`src/hw/rtl/nwps_pkg.sv`:
```
// Package for the nearest waypoint proximity search block.
// Holds widths, coordinate and payload types, operation codes and helpers.
// No dependencies.
package nwps_pkg;

    localparam int CameraDepth = 1024;
    localparam int UserDepth   = 128;
    localparam int MatchLimit  = 4;
    localparam int CamAw       = $clog2(CameraDepth);
    localparam int UserAw      = $clog2(UserDepth);
    localparam int MatchW      = $clog2(MatchLimit + 1);
    localparam int EntryW      = 48;

    localparam logic [15:0] MinutesWrap = 16'd60000;
    localparam logic [15:0] NearLimit   = 16'd500;
    localparam logic [15:0] Class1Limit = 16'd500;
    localparam logic [15:0] Class2Limit = 16'd5625;
    localparam logic [15:0] Class3Limit = 16'd15625;

    typedef enum logic [1:0] {
        OP_LOAD_CAMERA = 2'd0,
        OP_LOAD_USER   = 2'd1,
        OP_QUERY       = 2'd2,
        OP_UNUSED      = 2'd3
    } op_t;

    typedef enum logic [1:0] {
        REG_CAMERA_COUNT = 2'd0,
        REG_USER_COUNT   = 2'd1,
        REG_USER_VALID   = 2'd2,
        REG_NONE         = 2'd3
    } reg_idx_t;

    typedef struct packed {
        logic [1:0]  operation;
        logic [9:0]  entry_index;
        logic [6:0]  north_degree;
        logic [15:0] north_milliminute;
        logic [7:0]  east_degree;
        logic [15:0] east_milliminute;
    } in_item_t;

    typedef struct packed {
        logic [1:0]  distance_class;
        logic        target_is_user;
        logic [14:0] squared_length;
        logic [9:0]  camera_slot;
    } out_item_t;

    // Stored table entry: north degree padded to 8 bits.
    typedef struct packed {
        logic [7:0]  n_deg;
        logic [15:0] n_mm;
        logic [7:0]  e_deg;
        logic [15:0] e_mm;
    } entry_t;

    // Datapath commands, issued by the controller.
    typedef struct packed {
        logic              cap_pos;     // latch the query position
        logic              cam_rd;      // read camera memory
        logic [CamAw-1:0]  cam_addr;
        logic              user_rd;     // read user memory
        logic [UserAw-1:0] user_addr;
        logic              cmp_north;   // evaluate north ordering of camera read data
        logic              cap_top;     // store camera read data as top entry
        logic              cap_bot;     // store camera read data as bottom entry
        logic              cam_eval;    // evaluate camera read data for a match
        logic              user_eval;   // evaluate user read data
        logic              clr_result;  // clear the per-query result
        logic              finish;      // produce the result
    } dp_cmd_t;

    // Datapath status, back to the controller.
    typedef struct packed {
        logic [1:0] north_cmp;   // 0 equal, 1 entry greater, 2 entry less
        logic       top_closer;  // top entry not farther than bottom
        logic       north_near;  // last camera read is near in north
        logic       user_hit;
        logic [MatchW-1:0] kept;
    } dp_stat_t;

    localparam logic [1:0] CmpEq = 2'd0;
    localparam logic [1:0] CmpGt = 2'd1;
    localparam logic [1:0] CmpLt = 2'd2;

    // Interval between two coordinates on one axis.
    function automatic logic [23:0] gap(input logic [7:0] ad, input logic [15:0] am,
                                        input logic [7:0] bd, input logic [15:0] bm);
        logic [7:0]  dd;
        logic [15:0] dm;
        dd = 8'd0;
        dm = 16'd0;
        if (ad > bd)
        begin
            if (am >= bm)
            begin
                dd = ad - bd;
                dm = am - bm;
            end
            else
            begin
                dd = ad - bd - 8'd1;
                dm = MinutesWrap - (bm - am);
            end
        end
        else if (ad < bd)
        begin
            if (am <= bm)
            begin
                dd = bd - ad;
                dm = bm - am;
            end
            else
            begin
                dd = bd - ad - 8'd1;
                dm = MinutesWrap - (am - bm);
            end
        end
        else
        begin
            dm = (am >= bm) ? am - bm : bm - am;
        end
        return {dd, dm};
    endfunction

    function automatic logic near_axis(input logic [7:0] ad, input logic [15:0] am,
                                       input logic [7:0] bd, input logic [15:0] bm);
        logic [23:0] g;
        g = gap(ad, am, bd, bm);
        return (g[23:16] == 8'd0) && (g[15:0] < NearLimit);
    endfunction

    function automatic logic [1:0] label(input logic [15:0] len);
        logic [1:0] c;
        if (len < Class1Limit)
            c = 2'd1;
        else if (len < Class2Limit)
            c = 2'd2;
        else if (len < Class3Limit)
            c = 2'd3;
        else
            c = 2'd0;
        return c;
    endfunction

endpackage

```
`src/hw/rtl/nwps_controller.sv`:
```
// Controller: sequences binary search, widening, camera scan and user scan.
// Depends on nwps_pkg.
module nwps_controller (
    input  logic                 clk,
    input  logic                 rst_n,
    input  logic                 go,
    input  logic [10:0]          camera_count,
    input  logic [7:0]           user_count,
    input  logic                 user_valid,
    input  nwps_pkg::dp_stat_t   stat,
    output nwps_pkg::dp_cmd_t    cmd,
    output logic                 busy,
    output logic                 done
);
    import nwps_pkg::*;

    localparam int CntW = CamAw + 1;
    localparam int UCntW = UserAw + 1;

    typedef enum logic [15:0] {
        S_IDLE   = 16'b0000000000000001,
        S_BS_RD  = 16'b0000000000000010,
        S_BS_CHK = 16'b0000000000000100,
        S_TB_RD  = 16'b0000000000001000,
        S_TB_CHK = 16'b0000000000010000,
        S_PICK   = 16'b0000000000100000,
        S_KEY_RD = 16'b0000000001000000,
        S_KEY_CHK= 16'b0000000010000000,
        S_HI_RD  = 16'b0000000100000000,
        S_HI_CHK = 16'b0000001000000000,
        S_LO_RD  = 16'b0000010000000000,
        S_LO_CHK = 16'b0000100000000000,
        S_SCAN   = 16'b0001000000000000,
        S_USER   = 16'b0010000000000000,
        S_DRAIN  = 16'b0100000000000000,
        S_DONE   = 16'b1000000000000000
    } state_t;

    state_t            state_reg, state_next;
    logic [CamAw-1:0]  top_reg, top_next;
    logic [CamAw-1:0]  bot_reg, bot_next;
    logic [CamAw-1:0]  key_reg, key_next;
    logic [CamAw-1:0]  hi_reg, hi_next;
    logic [CamAw-1:0]  lo_reg, lo_next;
    logic [CntW-1:0]   scan_reg, scan_next;   // next camera address to read
    logic [UCntW-1:0]  uidx_reg, uidx_next;
    logic [2:0]        drain_reg, drain_next;
    logic [CntW-1:0]   ncam;
    logic [UCntW-1:0]  nuser;
    logic [CamAw-1:0]  mid;
    logic [CamAw:0]    mid_sum;
    logic              scan_rd;
    logic              scan_reg_v, scan_v_next;

    assign ncam  = (camera_count > 11'(CameraDepth)) ? CntW'(CameraDepth) : CntW'(camera_count);
    assign nuser = (user_count > 8'(UserDepth)) ? UCntW'(UserDepth) : UCntW'(user_count);
    assign mid_sum = {1'b0, top_reg} + {1'b0, bot_reg};
    assign mid     = mid_sum[CamAw:1];
    assign busy    = (state_reg != S_IDLE);

    always_comb
    begin
        state_next  = state_reg;
        top_next    = top_reg;
        bot_next    = bot_reg;
        key_next    = key_reg;
        hi_next     = hi_reg;
        lo_next     = lo_reg;
        scan_next   = scan_reg;
        uidx_next   = uidx_reg;
        drain_next  = drain_reg;
        scan_v_next = 1'b0;
        scan_rd     = 1'b0;
        cmd         = '0;
        done        = 1'b0;
        unique case (state_reg)
            S_IDLE:
            begin
                if (go)
                begin
                    cmd.cap_pos    = 1'b1;
                    cmd.clr_result = 1'b1;
                    top_next = '0;
                    bot_next = CamAw'(ncam - CntW'(1));
                    if (ncam != '0)
                        state_next = S_BS_RD;
                    else
                        state_next = S_USER;
                    uidx_next = '0;
                end
            end
            S_BS_RD:
            begin
                cmd.cam_rd   = 1'b1;
                cmd.cam_addr = mid;
                key_next     = mid;
                state_next   = S_BS_CHK;
            end
            S_BS_CHK:
            begin
                if (stat.north_cmp == CmpEq)
                    state_next = S_KEY_RD;
                else
                begin
                    if (stat.north_cmp == CmpGt)
                        bot_next = key_reg;
                    else
                        top_next = key_reg;
                    if (((stat.north_cmp == CmpGt) ? key_reg - top_reg : bot_reg - key_reg)
                        <= CamAw'(1))
                    begin
                        cmd.cam_rd   = 1'b1;
                        cmd.cam_addr = (stat.north_cmp == CmpGt) ? top_reg : key_reg;
                        state_next   = S_TB_RD;
                    end
                    else
                        state_next = S_BS_RD;
                end
            end
            S_TB_RD:
            begin
                cmd.cap_top  = 1'b1;
                cmd.cam_rd   = 1'b1;
                cmd.cam_addr = bot_reg;
                state_next   = S_TB_CHK;
            end
            S_TB_CHK:
            begin
                cmd.cap_bot = 1'b1;
                state_next  = S_PICK;
            end
            S_PICK:
            begin
                // Take the nearer bracket, the lower slot on a tie.
                key_next   = stat.top_closer ? top_reg : bot_reg;
                state_next = S_KEY_RD;
            end
            S_KEY_RD:
            begin
                cmd.cam_rd   = 1'b1;
                cmd.cam_addr = key_reg;
                state_next   = S_KEY_CHK;
            end
            S_KEY_CHK:
            begin
                if (stat.north_near)
                begin
                    hi_next = key_reg;
                    lo_next = key_reg;
                    state_next = S_HI_RD;
                end
                else
                    state_next = S_USER;
            end
            S_HI_RD:
            begin
                if (CntW'(hi_reg) + CntW'(1) < ncam)
                begin
                    cmd.cam_rd   = 1'b1;
                    cmd.cam_addr = hi_reg + CamAw'(1);
                    state_next   = S_HI_CHK;
                end
                else
                    state_next = S_LO_RD;
            end
            S_HI_CHK:
            begin
                if (stat.north_near)
                begin
                    hi_next    = hi_reg + CamAw'(1);
                    state_next = S_HI_RD;
                end
                else
                    state_next = S_LO_RD;
            end
            S_LO_RD:
            begin
                if (lo_reg != '0)
                begin
                    cmd.cam_rd   = 1'b1;
                    cmd.cam_addr = lo_reg - CamAw'(1);
                    state_next   = S_LO_CHK;
                end
                else
                begin
                    scan_next  = CntW'(lo_reg);
                    state_next = S_SCAN;
                end
            end
            S_LO_CHK:
            begin
                if (stat.north_near)
                begin
                    lo_next    = lo_reg - CamAw'(1);
                    state_next = S_LO_RD;
                end
                else
                begin
                    scan_next  = CntW'(lo_reg);
                    state_next = S_SCAN;
                end
            end
            S_SCAN:
            begin
                // Read one entry a cycle while in range and under the match limit; evaluate the one read last cycle.
                cmd.cam_eval = scan_reg_v;
                if (scan_reg <= CntW'(hi_reg) && stat.kept < MatchW'(MatchLimit))
                begin
                    scan_rd      = 1'b1;
                    cmd.cam_rd   = 1'b1;
                    cmd.cam_addr = scan_reg[CamAw-1:0];
                    scan_next    = scan_reg + CntW'(1);
                    scan_v_next  = 1'b1;
                end
                else if (!scan_reg_v)
                begin
                    uidx_next  = '0;
                    state_next = S_USER;
                end
            end
            S_USER:
            begin
                cmd.user_eval = scan_reg_v;
                if (user_valid && uidx_reg < nuser && !stat.user_hit)
                begin
                    cmd.user_rd   = 1'b1;
                    cmd.user_addr = uidx_reg[UserAw-1:0];
                    uidx_next     = uidx_reg + UCntW'(1);
                    scan_v_next   = 1'b1;
                end
                else if (!scan_reg_v)
                begin
                    drain_next = 3'd3;
                    state_next = S_DRAIN;
                end
            end
            S_DRAIN:
            begin
                drain_next = drain_reg - 3'd1;
                if (drain_reg == 3'd1)
                    state_next = S_DONE;
            end
            S_DONE:
            begin
                cmd.finish = 1'b1;
                done       = 1'b1;
                state_next = S_IDLE;
            end
            default:
                state_next = S_IDLE;
        endcase
    end

    always_ff @(posedge clk or negedge rst_n)
    begin
        if (!rst_n)
        begin
            state_reg  <= S_IDLE;
            top_reg    <= '0;
            bot_reg    <= '0;
            key_reg    <= '0;
            hi_reg     <= '0;
            lo_reg     <= '0;
            scan_reg   <= '0;
            uidx_reg   <= '0;
            drain_reg  <= '0;
            scan_reg_v <= 1'b0;
        end
        else
        begin
            state_reg  <= state_next;
            top_reg    <= top_next;
            bot_reg    <= bot_next;
            key_reg    <= key_next;
            hi_reg     <= hi_next;
            lo_reg     <= lo_next;
            scan_reg   <= scan_next;
            uidx_reg   <= uidx_next;
            drain_reg  <= drain_next;
            scan_reg_v <= scan_v_next & (scan_rd | cmd.user_rd);
        end
    end
endmodule

```
`config.mk`:
```
export PLATFORM = sky130hd
export DESIGN_NAME = nwps_controller
export DESIGN_NICKNAME = d
export VERILOG_FILES = /design/src/hw/rtl/nwps_pkg.sv /design/src/hw/rtl/nwps_controller.sv
export SDC_FILE = /design/constraint.sdc
export NUM_CORES = 1
export LEC_CHECK = 0
export BUFFER_PORTS_ARGS = -buffer_cell sky130_fd_sc_hd__buf_2
export CAP_MARGIN = 5
export CORE_AREA = 3 3 136 138
export CTS_BUF_LIST = sky130_fd_sc_hd__clkbuf_4 sky130_fd_sc_hd__clkbuf_8 sky130_fd_sc_hd__clkbuf_16
export DETAILED_ROUTE_END_ITERATION = 16
export DIE_AREA = 0 0 139 141
export SLEW_MARGIN = 40
export SYNTH_ARGS = -nofsm -noshare
export SYNTH_HDL_FRONTEND = slang
export SYNTH_SLANG_ARGS = --single-unit
```
`constraint.sdc`:
```
create_clock -name clk -period 4.34 [get_ports clk]
set_clock_uncertainty 0.2 [all_clocks]
set_input_delay 0.217 -clock clk [delete_from_list [all_inputs] [get_ports clk]]
set_output_delay 0.217 -clock clk [all_outputs]
set_load 0.01 [all_outputs]
```
==> results of run 1 <==
[per-stage QoR]
| step | hold slack (ns) | setup WS [ns] |
|---|---|---|
| 3_3_place_gp | 0.1469 | 0.4875 |
| 5_1_grt | 0.06146 | 0.02635 |
| 6_report | 0.04534 | 0.2107 |
| 2_1_floorplan | -0.2786 | 0.9935 |
| 3_5_place_dp | 0.1483 | 0.4369 |
| 4_1_cts | 0.03978 | 0.04308 |
[kinds of logic after synthesis]
kind of cell	share of synthesized area
other cells	0.0004855
flops	0.2885
fa+ha+maj	0.1066
compound gates	0.2422
xor+xnor	0.04876
mux	0.02349
buf+inv	0.05103
simple gates	0.2389
[cell usage after synthesis (17+ instances only)]
master / count / share of area
clkbuf_1: 31 / 0.015
a21oi_1: 61 / 0.040
mux2i_1: 17 / 0.022
nand3_1: 33 / 0.021
o21ai_0: 95 / 0.062
dfrtp_1: 88 / 0.29
xnor2_1: 29 / 0.033
nor2b_1: 17 / 0.014
nand2_1: 104 / 0.051
nor2_1: 74 / 0.036
nor3_1: 17 / 0.011
ha_1: 61 / 0.099
inv_1: 59 / 0.029
[report_power, final]
group          switching, mW  internal, mW  total [mW]
Combinational           1.26         0.922        2.18
Clock                  0.364         0.405       0.770
Sequential             0.226         0.965        1.19
Total                   1.85          2.29        4.14
[worst paths after layout]
check / end / depth (start not counted) / from / slack [ns]
max in group asynchronous: state_reg[0] / 3 / rst_n / 2.88
min in group asynchronous: top_reg[9] / 2 / rst_n / 0.18
setup / recovery: cmd[21] / 15 / hi_reg[1] / 0.21
setup reg to reg: state_reg[13] / 7 / state_reg[14] / 0.91
hold / removal: lo_reg[7] / 2 / stat[4] / 0.05
hold reg to reg: uidx_reg[7] / 1 / uidx_reg[7] / 0.30
[layer usage]
| metal | routed length [um] | up-vias | global-route usage |
|---|---|---|---|
| met5 | 0 | - | 0 |
| met4 | 396 | 0 | 0.06746 |
| met3 | 1106 | 28 | 0.03358 |
| met2 | 11560 | 190 | 0.4073 |
| met1 | 11340 | 3544 | 0.3377 |
| li1 | - | 3644 | - |
[critical path, delay by kind of cell (launching register included)]
family	cells	cell delay [ns]
buffers and inverters	2	0.36
flip-flops	1	0.44
adder cells (fa/ha/maj)	2	0.52
AND/OR/NAND/NOR	7	1.23
AO/OA/AOI/OAI	4	0.80
[area by class of cell]
| cell class | instances | share of cell area |
|---|---|---|
| clock inverters | 6 | 0.004920 |
| flip-flops and latches | 89 | 0.2577 |
| repair buffers | 85 | 0.05890 |
| inverters | 59 | 0.02562 |
| well taps | 225 | 0.03256 |
| multi-input cells | 775 | 0.5926 |
| clock buffers | 10 | 0.02764 |
[repair_timing]
item                                    4_1_cts  5_1_grt
endpoints found under the hold margin        55        0
endpoints found under the setup margin        0       10
gates resized for setup                       0        3
hold buffers                                  2        0
==> results.json, run 1 <==
{
  "nets": 1114,
  "cp_slowest_cell": "dfrtp_1",
  "cts_buffer_depth": 2,
  "num_vias": 7406,
  "min_path_type": "primary input to flip-flop",
  "synthesis.nets": 1058,
  "powerDensity_nw_per_um2": 479.0,
  "cts-htree-levels": 3,
  "synth_cells": 963,
  "worstPathCellList": "ha_1, and3_1, and3_1, and3_1, and3_1, ha_1, nand2_1, nor3_1, o21ai_0, o211ai_1, nor2_1, buf_4, a221oi_2, o221ai_1, buf_2",
  "die_w_um": 139,
  "grt_pass1_vias": 7121,
  "portBuffers": 56,
  "place_congestion": 0.9298,
  "finalSetupViolations": 0,
  "crit_fanout": 9,
  "p_leak_nw": 3.877,
  "start_util": 0.4465,
  "grt_pass1_wl_um": 38360,
  "seq_area_um2": 2228,
  "postSynthAreaPerCell_um2": 8.020,
  "synth.ff_latch_count": 89,
  "finalHoldViolations": 0,
  "layout-drive-gt1-share": 0.1191,
  "worst_path_most_repeated_cell": "and3_1",
  "cts_setup_buffers": 0,
  "postRouteWirelength_um": 24400,
  "arrival_ns": 3.71,
  "diodes": 0,
  "maxCapViolations": 0,
  "ys_async_sr_fraction": 1.000,
  "synth_flop_cell": "dfrtp_1",
  "critical_path_class": "flip-flop to primary output",
  "fin_crit_ns": 4.129,
  "synth_seq_area_share": 0.2885,
  "die_area_um2": 19600,
  "fin_util": 0.4999,
  "fmax_mhz": 242.2,
  "drv_slew": 0,
  "via_per_inst": 5.930,
  "num_io_pins": 60,
  "core_area_um2": 17300,
  "max_slew_margin": 0.4590,
  "grt_max_degree": 56,
  "worstMarginPinSlew_ns": 0.8078,
  "dr.first_iter.drc_count": 569,
  "synth_edf_count": 0,
  "fin_cells": 1249,
  "cts_root_buf": "clkbuf_16",
  "fin_total_pwr_mw": 4.141,
  "final_cell_mix": "104 x nand2_1, 94 x o21ai_0, 88 x dfrtp_1, 74 x nor2_1",
  "cts_sinks": 89,
  "grt_remaining_overflow": 0,
  "setup.worst_path.start_class": "flip-flop",
  "synth_cell_types": 80,
  "cts_buffers": 9,
  "period_share": 0.9514,
  "largest_reg_flops": 16,
  "status": "complete, no violations",
  "cts_tree": "built",
  "peakVddDrop_mv": 0.3108,
  "route.detailed.drc": 0,
  "multi_input_area_um2": 5124,
  "drt-wirelength-per-cell_um": 19.53,
  "worst_setup_hold_path_clk_slew_ns": 0.07,
  "std_cell_rows": 48,
  "area.growth.synth_to_final_pct": 11.94,
  "layout_commonest_cell": "nand2_1",
  "cp.required_ns": 3.92,
  "numPlacedInstances": 1231,
  "insertion_delay_ns": 0.36,
  "final.setup.tns_ns": 0,
  "yosys_warnings": 0,
  "rsz0062_at_grt": "false",
  "stdcell_area_um2": 8646,
  "cp_slowest_stage_delay_ns": 0.44,
  "ant_nets": 0,
  "critPathCaptureType": "primary output",
  "n_fill_cell": 1736,
  "placed_area_um2": 8324,
  "antenna_found_initial": 0,
  "die_h_um": 141,
  "drt_pass1_iterations": 5,
  "dp_hpwl_um": 18650,
  "track_usage": 0.2455,
  "syn_area_um2": 7724
}
Power figures use the tool's default switching activity.
==> run 2, diff against run 1 <==
- CORE_AREA: 3 3 136 138 -> 3 3 168 170
- DIE_AREA: 0 0 139 141 -> 0 0 171 173
==> run 2 against run 1 <==
  * Utilization shrank 17 points
  * Routed wire length grew 4.0%
  * First-iteration DRC count shrank 28%
  * Clock power grew 5.2%
==> results.json, run 2 (same netlist as run 1, synthesis figures left out) <==
{
  "drt_pass1_iterations": 5,
  "place_congestion": 0.9048,
  "largest_reg_flops": 16,
  "hold-path-cell-count": 3,
  "arrival_ns": 3.71,
  "track_usage": 0.1701,
  "portBuffers": 56,
  "num_vias": 7532,
  "dp_hpwl_um": 19580,
  "die_area_um2": 29580,
  "finalSetupViolations": 0,
  "r2r_start": "state_reg[15]",
  "cts_root_buf": "clkbuf_16",
  "period_share": 0.9502,
  "grt_max_degree": 60,
  "core_area_um2": 26880,
  "drt-wirelength-per-cell_um": 18.61,
  "status": "complete, no violations",
  "grt_remaining_overflow": 0,
  "grt_pass1_vias": 7144,
  "antenna_found_initial": 1,
  "placed_area_um2": 8454,
  "cts_buffers": 9,
  "fin_crit_ns": 4.124,
  "final_cell_mix": "104 x nand2_1, 94 x o21ai_0, 87 x dfrtp_1, 73 x nor2_1",
  "cp.required_ns": 3.92,
  "setup.worst_path.start_class": "flip-flop",
  "p_leak_nw": 3.890,
  "grt_pass1_wl_um": 39840,
  "finalHoldViolations": 0,
  "worstMarginPinSlew_ns": 0.7779,
  "diodes": 0,
  "numPlacedInstances": 1345,
  "r2r_cells": 9,
  "pre_cts_slack_ns": 0.4481,
  "postRouteWirelength_um": 25360,
  "maxCapViolations": 0,
  "fmax_mhz": 242.5,
  "fin_util": 0.3289,
  "cts_tree": "built",
  "die_w_um": 171,
  "route.detailed.drc": 0,
  "layout_commonest_cell": "nand2_1",
  "max_slew_margin": 0.4814,
  "final.setup.tns_ns": 0,
  "layout-drive-gt1-share": 0.1233,
  "std_cell_rows": 60,
  "cts_sinks": 89,
  "powerDensity_nw_per_um2": 479.2,
  "start_util": 0.2874,
  "cts-htree-levels": 3,
  "critical_path_class": "flip-flop to primary output",
  "cts_setup_buffers": 0,
  "worst_setup_hold_path_clk_slew_ns": 0.08,
  "nets": 1112,
  "n_fill_cell": 2834,
  "insertion_delay_ns": 0.37,
  "num_io_pins": 60,
  "rsz0062_at_grt": "true",
  "drv_slew": 0,
  "timing.hold.ws_ns": 0.04558,
  "cts_buffer_depth": 2,
  "crit_fanout": 12,
  "dr.first_iter.drc_count": 409,
  "worstPathCellList": "inv_1, ha_1, fa_1, nand3b_1, nand2_1, xnor2_1, a2111oi_1, a32oi_1, or4_1, buf_4, o211ai_1, buf_2",
  "fin_cells": 1363,
  "critPathCaptureType": "primary output",
  "setup.worst_path.start": "key_reg[0]",
  "cp_slowest_stage_delay_ns": 0.54,
  "die_h_um": 173,
  "min_path_type": "primary input to flip-flop",
  "fin_total_pwr_mw": 4.236,
  "cp_slowest_cell": "or4_1",
  "ant_nets": 0,
  "peakVddDrop_mv": 0.2310,
  "hp-start": "camera_count[10]",
  "via_per_inst": 5.526,
  "area.growth.synth_to_final_pct": 14.43,
  "setup_ws_ns": 0.2162,
  "stdcell_area_um2": 8838
}
-- run 2: cell types whose count changed in the layout (fill, tap and decap cells not counted), sizes merged --
| cell | previous run | this run |
|---|---|---|
| inv | 60 | 63 |
| clkinvlp | 2 | 0 |
| clkbuf | 10 | 9 |
| buf | 83 | 81 |
-- run 2: metal layers --
layer	track usage	routed length [um]	part of all wire
met1	0.2379	11690	0.46
met3	0.02629	1405	0.055
met2	0.2718	11690	0.46
met4	0.04829	570	0.022
met5	0	11	0.00043
-- run 2: final timing paths --
| path | end | slack [ns] |
|---|---|---|
| setup / recovery | cmd[22] | 0.22 |
| setup reg to reg | state_reg[1] | 0.88 |
| max in group asynchronous | key_reg[0] | 2.83 |
| hold reg to reg | uidx_reg[7] | 0.31 |
| min in group asynchronous | uidx_reg[5] | 0.20 |
| hold / removal | bot_reg[3] | 0.05 |
-- run 2: final cells by class --
class	count	area, um^2	share of cell area
inverter	59	221.5	0.02506
clock buffer	9	225.2	0.02548
multi-input combinational	775	5170	0.5849
tap	341	426.7	0.04827
timing repair buffer	83	494.2	0.05592
clock inverter	7	71.32	0.008069
sequential	89	2230	0.2523
-- run 2: what timing repair did --
| item | 4_1_cts | 5_1_grt |
|---|---|---|
| setup endpoints to repair | 0 | 11 |
| hold buffers | 2 | 0 |
| hold endpoints to repair | 58 | 0 |
| resized for setup | 0 | 11 |
-- run 2: worst max-delay path: cells and delay by family (launching register included) --
| kind | cells | cell delay [ns] |
|---|---|---|
| AOI/OAI and AO/OA | 3 | 0.80 |
| buffers and inverters | 3 | 0.54 |
| xor gates and xnor gates | 1 | 0.07 |
| adders and majority gates | 2 | 0.68 |
| and+or+nand+nor | 3 | 0.82 |
| DFF | 1 | 0.44 |
-- run 2: report_power, final --
| group | internal [mW] | total, mW | switching (mW) |
|---|---|---|---|
| clock network | 0.408 | 0.810 | 0.402 |
| logic | 0.926 | 2.23 | 1.30 |
| registers | 0.966 | 1.20 | 0.231 |
| total | 2.30 | 4.24 | 1.94 |
